[src/design/assert_macros.svh]
// assertion helpers shared by the design files
`ifndef ASSERT_MACROS_SVH
`define ASSERT_MACROS_SVH

`ifndef NO_ASSERTIONS

// property checked while out of reset
`define ASSERT_RUN(label, clk, rst, prop) \
  label: assert property (@(posedge clk) disable iff (rst) prop) \
    else $error("assertion failed");

// property checked on every edge, reset included
`define ASSERT_EVERY(label, clk, prop) \
  label: assert property (@(posedge clk) prop) \
    else $error("assertion failed");

`else

`define ASSERT_RUN(label, clk, rst, prop)
`define ASSERT_EVERY(label, clk, prop)

`endif

`endif

[src/design/hvtc_pkg.sv]
// ----------------------------------------------------------------------------
// hvtc_pkg
// Types, character codes and the void element name table for the tag closer.
// ----------------------------------------------------------------------------
package hvtc_pkg;

  typedef enum logic [1:0] {
    MODE_TEXT,
    MODE_AFTER_LT,
    MODE_NAME,
    MODE_ATTR
  } scan_mode_t;

  localparam logic [7:0] CH_LT    = 8'h3C;
  localparam logic [7:0] CH_GT    = 8'h3E;
  localparam logic [7:0] CH_SLASH = 8'h2F;
  localparam logic [7:0] CH_BANG  = 8'h21;
  localparam logic [7:0] CH_QUEST = 8'h3F;
  localparam logic [7:0] CH_SPACE = 8'h20;
  localparam logic [7:0] CH_TAB   = 8'h09;
  localparam logic [7:0] CH_CR    = 8'h0D;
  localparam logic [7:0] CH_UC_A  = 8'h41;
  localparam logic [7:0] CH_UC_Z  = 8'h5A;
  localparam logic [7:0] CASE_GAP = 8'h20;

  localparam int VOID_COUNT  = 14;
  localparam int VOID_NAME_W = 6;

  localparam logic [7:0] VOID_NAMES [VOID_COUNT][VOID_NAME_W] = '{
    '{"a", "r", "e", "a", 8'h00, 8'h00},
    '{"b", "a", "s", "e", 8'h00, 8'h00},
    '{"b", "r", 8'h00, 8'h00, 8'h00, 8'h00},
    '{"c", "o", "l", 8'h00, 8'h00, 8'h00},
    '{"e", "m", "b", "e", "d", 8'h00},
    '{"h", "r", 8'h00, 8'h00, 8'h00, 8'h00},
    '{"i", "m", "g", 8'h00, 8'h00, 8'h00},
    '{"i", "n", "p", "u", "t", 8'h00},
    '{"l", "i", "n", "k", 8'h00, 8'h00},
    '{"m", "e", "t", "a", 8'h00, 8'h00},
    '{"p", "a", "r", "a", "m", 8'h00},
    '{"s", "o", "u", "r", "c", "e"},
    '{"t", "r", "a", "c", "k", 8'h00},
    '{"w", "b", "r", 8'h00, 8'h00, 8'h00}
  };

  localparam logic [2:0] VOID_LEN [VOID_COUNT] = '{
    3'd4, 3'd4, 3'd2, 3'd3, 3'd5, 3'd2, 3'd3,
    3'd5, 3'd4, 3'd4, 3'd5, 3'd6, 3'd5, 3'd3
  };

  localparam int QDEPTH  = 4;
  localparam int QPTR_W  = 2;
  localparam int QCOUNT_W = 3;

  // one scanned byte handed to the output queue
  typedef struct packed {
    logic [7:0] data;
    logic       last;
    logic       insert;
  } out_req_t;

  typedef struct packed {
    logic [7:0] data;
    logic       run_last;
    logic       doc_last;
  } q_entry_t;

  function automatic logic is_space(input logic [7:0] b);
    return (b == CH_SPACE) || (b >= CH_TAB && b <= CH_CR);
  endfunction

  function automatic logic [7:0] fold(input logic [7:0] b);
    return (b >= CH_UC_A && b <= CH_UC_Z) ? b + CASE_GAP : b;
  endfunction

endpackage

[src/design/hvtc_scanner.sv]
// ----------------------------------------------------------------------------
// hvtc_scanner
// Tag scanner: tracks the tag being read and flags a '>' that needs a slash.
// ----------------------------------------------------------------------------
`include "assert_macros.svh"

module hvtc_scanner #(
  parameter int NAME_MAX = 6
) (
  input  logic                clk,
  input  logic                rst,
  input  logic                fire,
  input  logic [7:0]          in_byte,
  input  logic                in_last,
  output hvtc_pkg::out_req_t  req
);

  localparam int LEN_W = $clog2(NAME_MAX + 1);
  localparam int IDX_W = $clog2(NAME_MAX);

  hvtc_pkg::scan_mode_t mode, mode_next;
  logic [7:0]       name_store [NAME_MAX];
  logic [LEN_W-1:0] name_length, name_length_next;
  logic             name_overlong, name_overlong_next;
  logic             tag_is_void, tag_is_void_next;
  logic             prev_was_slash, prev_was_slash_next;
  logic             store_we;
  logic             match, hit, name_void, insert;
  logic [7:0]       folded;

  assign folded = hvtc_pkg::fold(in_byte);

  // compare the stored name against every void element name
  always_comb begin
    match = 1'b0;
    hit   = 1'b0;
    for (int k = 0; k < hvtc_pkg::VOID_COUNT; k++) begin
      hit = (name_length == LEN_W'(hvtc_pkg::VOID_LEN[k]));
      for (int j = 0; j < hvtc_pkg::VOID_NAME_W; j++) begin
        if (j < hvtc_pkg::VOID_LEN[k] && name_store[j] != hvtc_pkg::VOID_NAMES[k][j]) begin
          hit = 1'b0;
        end
      end
      match = match | hit;
    end
  end

  assign name_void = !name_overlong && (name_length != '0) && match;

  always_comb begin
    mode_next           = mode;
    name_length_next    = name_length;
    name_overlong_next  = name_overlong;
    tag_is_void_next    = tag_is_void;
    prev_was_slash_next = prev_was_slash;
    store_we            = 1'b0;
    insert              = 1'b0;
    unique case (mode)
      hvtc_pkg::MODE_TEXT: begin
        if (in_byte == hvtc_pkg::CH_LT) begin
          name_length_next    = '0;
          name_overlong_next  = 1'b0;
          tag_is_void_next    = 1'b0;
          prev_was_slash_next = 1'b0;
          mode_next           = hvtc_pkg::MODE_AFTER_LT;
        end
      end
      hvtc_pkg::MODE_AFTER_LT: begin
        if (in_byte == hvtc_pkg::CH_SLASH || in_byte == hvtc_pkg::CH_BANG ||
            in_byte == hvtc_pkg::CH_QUEST || in_byte == hvtc_pkg::CH_GT) begin
          mode_next = hvtc_pkg::MODE_TEXT;
        end else if (hvtc_pkg::is_space(in_byte)) begin
          tag_is_void_next    = 1'b0;
          prev_was_slash_next = 1'b0;
          mode_next           = hvtc_pkg::MODE_ATTR;
        end else begin
          // name_length is zero here, so the write lands in the first slot
          store_we            = 1'b1;
          name_length_next    = LEN_W'(1);
          prev_was_slash_next = 1'b0;
          mode_next           = hvtc_pkg::MODE_NAME;
        end
      end
      hvtc_pkg::MODE_NAME: begin
        if (in_byte == hvtc_pkg::CH_GT) begin
          insert    = name_void && !prev_was_slash;
          mode_next = hvtc_pkg::MODE_TEXT;
        end else if (in_byte == hvtc_pkg::CH_SLASH || hvtc_pkg::is_space(in_byte)) begin
          tag_is_void_next    = name_void;
          prev_was_slash_next = (in_byte == hvtc_pkg::CH_SLASH);
          mode_next           = hvtc_pkg::MODE_ATTR;
        end else begin
          if (name_length < LEN_W'(NAME_MAX)) begin
            store_we         = 1'b1;
            name_length_next = name_length + LEN_W'(1);
          end else begin
            name_overlong_next = 1'b1;
          end
          prev_was_slash_next = 1'b0;
        end
      end
      hvtc_pkg::MODE_ATTR: begin
        if (in_byte == hvtc_pkg::CH_GT) begin
          insert    = tag_is_void && !prev_was_slash;
          mode_next = hvtc_pkg::MODE_TEXT;
        end else begin
          prev_was_slash_next = (in_byte == hvtc_pkg::CH_SLASH);
        end
      end
      default: mode_next = hvtc_pkg::MODE_TEXT;
    endcase
    // end of document drops any open tag
    if (in_last) begin
      mode_next           = hvtc_pkg::MODE_TEXT;
      name_length_next    = '0;
      name_overlong_next  = 1'b0;
      tag_is_void_next    = 1'b0;
      prev_was_slash_next = 1'b0;
    end
  end

  always_ff @(posedge clk) begin
    if (rst) begin
      mode           <= hvtc_pkg::MODE_TEXT;
      name_length    <= '0;
      name_overlong  <= 1'b0;
      tag_is_void    <= 1'b0;
      prev_was_slash <= 1'b0;
    end else if (fire) begin
      mode           <= mode_next;
      name_length    <= name_length_next;
      name_overlong  <= name_overlong_next;
      tag_is_void    <= tag_is_void_next;
      prev_was_slash <= prev_was_slash_next;
    end
  end

  // name bytes are only read below name_length, so they need no reset
  always_ff @(posedge clk) begin
    if (fire && store_we) begin
      name_store[name_length[IDX_W-1:0]] <= folded;
    end
  end

  assign req.data   = in_byte;
  assign req.last   = in_last;
  assign req.insert = insert;

  `ASSERT_RUN(a_doc_end_text, clk, rst,
    fire && in_last |=> mode == hvtc_pkg::MODE_TEXT && name_length == '0)
  `ASSERT_RUN(a_len_bound, clk, rst, name_length <= LEN_W'(NAME_MAX))
  `ASSERT_RUN(a_insert_on_gt, clk, rst,
    req.insert |-> in_byte == hvtc_pkg::CH_GT && mode != hvtc_pkg::MODE_TEXT)

endmodule

[src/design/hvtc_out_queue.sv]
// ----------------------------------------------------------------------------
// hvtc_out_queue
// Four-entry output queue: takes one or two result bytes per request.
// ----------------------------------------------------------------------------
`include "assert_macros.svh"

module hvtc_out_queue (
  input  logic               clk,
  input  logic               rst,
  input  logic               push,
  input  hvtc_pkg::out_req_t req,
  output logic               space,
  output logic               m_tvalid,
  input  logic               m_tready,
  output logic [7:0]         m_tdata,   // out_byte
  output logic               m_tuser,   // run_last
  output logic               m_tlast    // doc_last
);

  hvtc_pkg::q_entry_t mem [hvtc_pkg::QDEPTH];
  logic [hvtc_pkg::QPTR_W-1:0]   wp, rp;
  logic [hvtc_pkg::QCOUNT_W-1:0] count, count_next;
  logic                          pop;
  hvtc_pkg::q_entry_t            slash_entry, byte_entry, head;

  assign space = (count <= hvtc_pkg::QCOUNT_W'(hvtc_pkg::QDEPTH - 2));
  assign pop   = m_tvalid && m_tready;

  assign slash_entry = '{data: hvtc_pkg::CH_SLASH, run_last: 1'b0, doc_last: 1'b0};
  assign byte_entry  = '{data: req.data, run_last: 1'b1, doc_last: req.last};

  always_comb begin
    count_next = count - hvtc_pkg::QCOUNT_W'(pop);
    if (push) begin
      count_next = count_next + (req.insert ? hvtc_pkg::QCOUNT_W'(2) : hvtc_pkg::QCOUNT_W'(1));
    end
  end

  always_ff @(posedge clk) begin
    if (rst) begin
      wp    <= '0;
      rp    <= '0;
      count <= '0;
    end else begin
      count <= count_next;
      if (pop) begin
        rp <= rp + hvtc_pkg::QPTR_W'(1);
      end
      if (push) begin
        wp <= wp + (req.insert ? hvtc_pkg::QPTR_W'(2) : hvtc_pkg::QPTR_W'(1));
      end
    end
  end

  always_ff @(posedge clk) begin
    if (push) begin
      if (req.insert) begin
        mem[wp]                        <= slash_entry;
        mem[wp + hvtc_pkg::QPTR_W'(1)] <= byte_entry;
      end else begin
        mem[wp] <= byte_entry;
      end
    end
  end

  assign head     = mem[rp];
  assign m_tvalid = (count != '0);
  assign m_tdata  = head.data;
  assign m_tuser  = head.run_last;
  assign m_tlast  = head.doc_last;

  `ASSERT_RUN(a_count_bound, clk, rst, count <= hvtc_pkg::QCOUNT_W'(hvtc_pkg::QDEPTH))
  // an inserted slash is always followed by its '>' already queued
  `ASSERT_RUN(a_slash_pair, clk, rst, m_tvalid && !m_tuser |-> count >= hvtc_pkg::QCOUNT_W'(2))
  `ASSERT_EVERY(a_reset_empty, clk, rst |=> count == '0 && wp == rp)

endmodule

[src/design/html_void_tag_closer.sv]
// ----------------------------------------------------------------------------
// html_void_tag_closer
// Copies an HTML byte stream and closes void element tags with a slash.
// ----------------------------------------------------------------------------
// The slave channel takes one text byte per request, tlast on the final byte
// of a document. The master channel gives the repaired bytes: tdata the byte,
// tuser high on the last output of an input byte, tlast high on the final
// output of the document.
// Each input byte is scanned in the cycle it is taken; its outputs go into a
// four-entry queue and leave from its head. A '>' that closes a void
// element tag yields two outputs, the slash and then the '>'.
// Throughput is one input byte per cycle while the receiver keeps up; each
// inserted slash adds a byte to send through the single output port
// of the queue. s_tready stays high while two queue entries are free, so a
// stalled receiver fills the queue and then holds the input back; nothing is
// lost or dropped.
// Reset empties the queue and returns the scanner to plain text; the end of a
// document does the same for the scanner, dropping any open tag.
// ----------------------------------------------------------------------------
module html_void_tag_closer #(
  parameter int NAME_MAX = 6
) (
  input  logic       clk,
  input  logic       rst,
  input  logic       s_tvalid,
  output logic       s_tready,
  input  logic [7:0] s_tdata,   // in_byte
  input  logic       s_tlast,   // in_last
  output logic       m_tvalid,
  input  logic       m_tready,
  output logic [7:0] m_tdata,   // out_byte
  output logic       m_tuser,   // run_last
  output logic       m_tlast    // doc_last
);

  logic               fire;
  logic               space;
  hvtc_pkg::out_req_t req;

  assign s_tready = space;
  assign fire     = s_tvalid && s_tready;

  hvtc_scanner #(
    .NAME_MAX (NAME_MAX)
  ) u_scanner (
    .clk     (clk),
    .rst     (rst),
    .fire    (fire),
    .in_byte (s_tdata),
    .in_last (s_tlast),
    .req     (req)
  );

  hvtc_out_queue u_queue (
    .clk      (clk),
    .rst      (rst),
    .push     (fire),
    .req      (req),
    .space    (space),
    .m_tvalid (m_tvalid),
    .m_tready (m_tready),
    .m_tdata  (m_tdata),
    .m_tuser  (m_tuser),
    .m_tlast  (m_tlast)
  );

endmodule
[config.mk]
export PLATFORM = sky130hd
export DESIGN_NAME = html_void_tag_closer
export DESIGN_NICKNAME = d
export VERILOG_FILES = /design/src/design/hvtc_pkg.sv /design/src/design/hvtc_scanner.sv /design/src/design/hvtc_out_queue.sv /design/src/design/html_void_tag_closer.sv
export VERILOG_INCLUDE_DIRS = /design/src /design/src/design
export SDC_FILE = /design/constraint.sdc
export NUM_CORES = 1
export LEC_CHECK = 0
export BUFFER_PORTS_ARGS = -buffer_cell sky130_fd_sc_hd__buf_2
export CAP_MARGIN = 20
export CORE_ASPECT_RATIO = 0.9
export CORE_MARGIN = 5
export CORE_UTILIZATION = 45
export CTS_BUF_LIST = sky130_fd_sc_hd__clkbuf_16
export CTS_CLUSTER_DIAMETER = 80
export DETAILED_ROUTE_END_ITERATION = 10
export SLEW_MARGIN = 15
export SYNTH_ARGS = -nofsm -noshare
export SYNTH_HDL_FRONTEND = slang
export SYNTH_SLANG_ARGS = --single-unit
[constraint.sdc]
create_clock -name clk -period 7.7 [get_ports clk]
set_input_delay 0 -clock clk [delete_from_list [all_inputs] [get_ports clk]]
set_output_delay 0 -clock clk [all_outputs]
set_load 0.01 [all_outputs]
==> impl_metrics.env <==
export IMPL_synthToLayoutAreaGrowth_pct=9.55
export IMPL_p_total_mw=1.54
export IMPL_diodes=0
export IMPL_synth_top_area_share_pct=43.9
export IMPL_grt_max_degree=24
export IMPL_ctsResizeCount=0
export IMPL_drc=0
export IMPL_synthTopCellsByCount="edfxtp_1, nand2_1, a21oi_1, nor2_1"
export IMPL_critPathArrivalTime_ns=4.24
export IMPL_fin_skew_ns=0.00916
export IMPL_relSlewSlack_pct=30.0
export IMPL_finalSetupViolations=0
export IMPL_clk_latency_ns=0.36
export IMPL_dpl_cell_area_mm2=0.00598
export IMPL_via_per_inst=6.43
export IMPL_finalInstanceArea_mm2=0.00630
export IMPL_post_cts_buffers=0
export IMPL_gp_congestion=0.940
export IMPL_first_pass_iters=5
export IMPL_portBuffers=24
export IMPL_outcome="finished, final reports clean"
export IMPL_wirelength_um=15900
export IMPL_cts_tree="yes"
export IMPL_leakage_nw=2.04
export IMPL_period_share_pct=51.7
export IMPL_crit_fanout=7
export IMPL_power_density_mw_per_mm2=245
export IMPL_clock_sinks=105
export IMPL_syn_inst=521
export IMPL_grt_pass1_wl_um=24900
export IMPL_pin_count=25
export IMPL_drt_iter0_drc=501
export IMPL_root_buffer="clkbuf_16"
export IMPL_ys_warnings_count=0
export IMPL_drive_gt1_share_pct=13.0
export IMPL_synth_edf_count=84
export IMPL_crit_path_start_kind="flip-flop"
export IMPL_ys_seq_area_share_pct=51.2
export IMPL_cts_made_buffers=9
export IMPL_die_area_mm2=0.0151
export IMPL_synth_flop_cell="edfxtp_1"
export IMPL_worstMarginPinSlew_ns=1.04
export IMPL_yosysTopAreaCell="edfxtp_1"
export IMPL_start_util_pct=45.7
export IMPL_syn_area_per_cell_um2=11.0
export IMPL_crit_type="flip-flop to flip-flop"
export IMPL_max_vdd_ir_drop_uv=151
export IMPL_cts_hold_buffers=0
export IMPL_hold_path_class="primary input to flip-flop"
export IMPL_yosysUniqueCellTypes=71
export IMPL_tns_ns=0
export IMPL_post_drt_wl_per_cell_um=22.7
export IMPL_synth_most_common_cell="edfxtp_1"
export IMPL_vias=4510
export IMPL_cts_max_path_buffers=2
export IMPL_syn_nets=548
export IMPL_first_global_vias=4234
export IMPL_cp_end_kind="flip-flop"
export IMPL_synth_area_top_cells="edfxtp_1, dfxtp_1, mux4_2"
export IMPL_ys_ff_latch=105
export IMPL_hpwl_um=11400
export IMPL_htreeDepth=3
export IMPL_track_usage_pct=21.9
export IMPL_core_mm2=0.0126
export IMPL_ys_async_sr_fraction_pct=0
export IMPL_ant_nets=0
export IMPL_antenna_found_initial=0
export IMPL_clk_pin_slew_ns=0.07
export IMPL_fp_dieH_um=117
export IMPL_min_period_ns=3.98
export IMPL_grt_ovfl_total=0
export IMPL_syn_area_mm2=0.00575
export IMPL_max_clock_freq_mhz=251
export IMPL_fp_dieW_um=129
export IMPL_fin_nets=559
export IMPL_hold_viol=0
export IMPL_rsz0062_at_grt="false"
export IMPL_cap_violations=0
export IMPL_finalMaxSlewViolations=0
export IMPL_whs_ns=0.0333
export IMPL_fp_row_count=39
export IMPL_cp_required_ns=7.96
[flip-flops by register name, summed over array words and instances (netlist names), named ones only]
signal	cells
u_scanner.prev_was_slash	1
u_scanner.name_store	48
u_scanner.tag_is_void	1
u_queue.wp	2
u_queue.rp	2
u_scanner.name_length	3
u_queue.mem	40
u_queue.count	3
u_scanner.mode	2
u_scanner.name_overlong	1
[routing by layer]
metal  vias to the layer above  part of all wire (%)  track usage [%]
met3                        25                   8.0             5.04
met4                         0                   1.6             6.02
met5                         -                     0                0
met1                      2208                    46             32.3
li1                       2052                     -                -
met2                       225                    44             32.5
[per-stage QoR]
stage	setup slack, ns	std cells	utilization, %
CTS	3.79	700	50.0
detailed placement	3.78	684	47.5
global placement	3.68	683	47.4
global route	3.52	701	50.0
finish	3.72	701	50.0
floorplan	4.50	521	-
[cell families after synthesis]
logic type | Yosys count | share of synthesized area, %
buf+inv | 49 | 3.46
xor+xnor | 4 | 0.609
simple gates | 229 | 24.2
mux | 14 | 4.63
flops | 105 | 51.2
compound gates | 106 | 12.8
fa+ha+maj | 14 | 3.18
[final timing paths]
| path | start | end | slack [ns] | cells after the start |
|---|---|---|---|---|
| worst min register to register | u_scanner.tag_is_void$_SDFFE_PP0P_ | u_scanner.tag_is_void$_SDFFE_PP0P_ | 0.48 | 2 |
| worst max register to register | u_scanner.name_length[1]$_SDFFE_PP0P_ | u_queue.count[1]$_SDFF_PP0_ | 3.72 | 13 |
| worst max-delay path | u_scanner.name_length[1]$_SDFFE_PP0P_ | u_queue.count[1]$_SDFF_PP0_ | 3.72 | 13 |
| worst min-delay path | rst | u_scanner.prev_was_slash$_SDFFE_PP0P_ | 0.03 | 2 |
[report_power, final]
| group | internal (mW) | switching (mW) | leakage (nW) |
|---|---|---|---|
| sequential | 0.675 | 0.0520 | 0.933 |
| combinational | 0.147 | 0.190 | 0.945 |
| clock | 0.262 | 0.214 | 0.161 |
[cell usage in the layout (no fill, tap or decap), types with 8 or more instances in the layout]
cell       count
edfxtp_1      84
nand2_1       46
a21oi_1       44
nor2_1        38
buf_2         25
inv_1         22
dfxtp_1       21
a211oi_1      18
nand4_1       16
nor3_1        15
ha_1          13
nor4b_1       11
clkbuf_16     11
mux4_2        10
nand2b_1       9
nor4bb_1       8
nand3_1        8
nand4b_1       8
nor4_1         8
or4_1          8
[layout make-up]
cell class | instances | area [µm²]
Timing Repair Buffer | 28 | 145
Tap cell | 164 | 205
Multi-Input combinational cell | 367 | 2610
Clock inverter | 5 | 43.8
Clock buffer | 11 | 275
Sequential cell | 105 | 2940
Inverter | 21 | 78.8
Fill cell | 1118 | 6290
[worst max-delay path, stage by stage, from the launching register on]
cell and delay, ns:
dfxtp_1 0.37, inv_1 0.13, ha_1 0.17, nor4bb_1 0.89, nand3_1 0.20, nor4_1 0.46, a31oi_1 0.07, o21ai_0 0.15
o31ai_1 0.16, a211o_1 0.32, ha_1 0.20, fa_1 0.48, nor2_1 0.05, a211oi_1 0.23
Note: power is estimated with default switching activity, not from simulation.
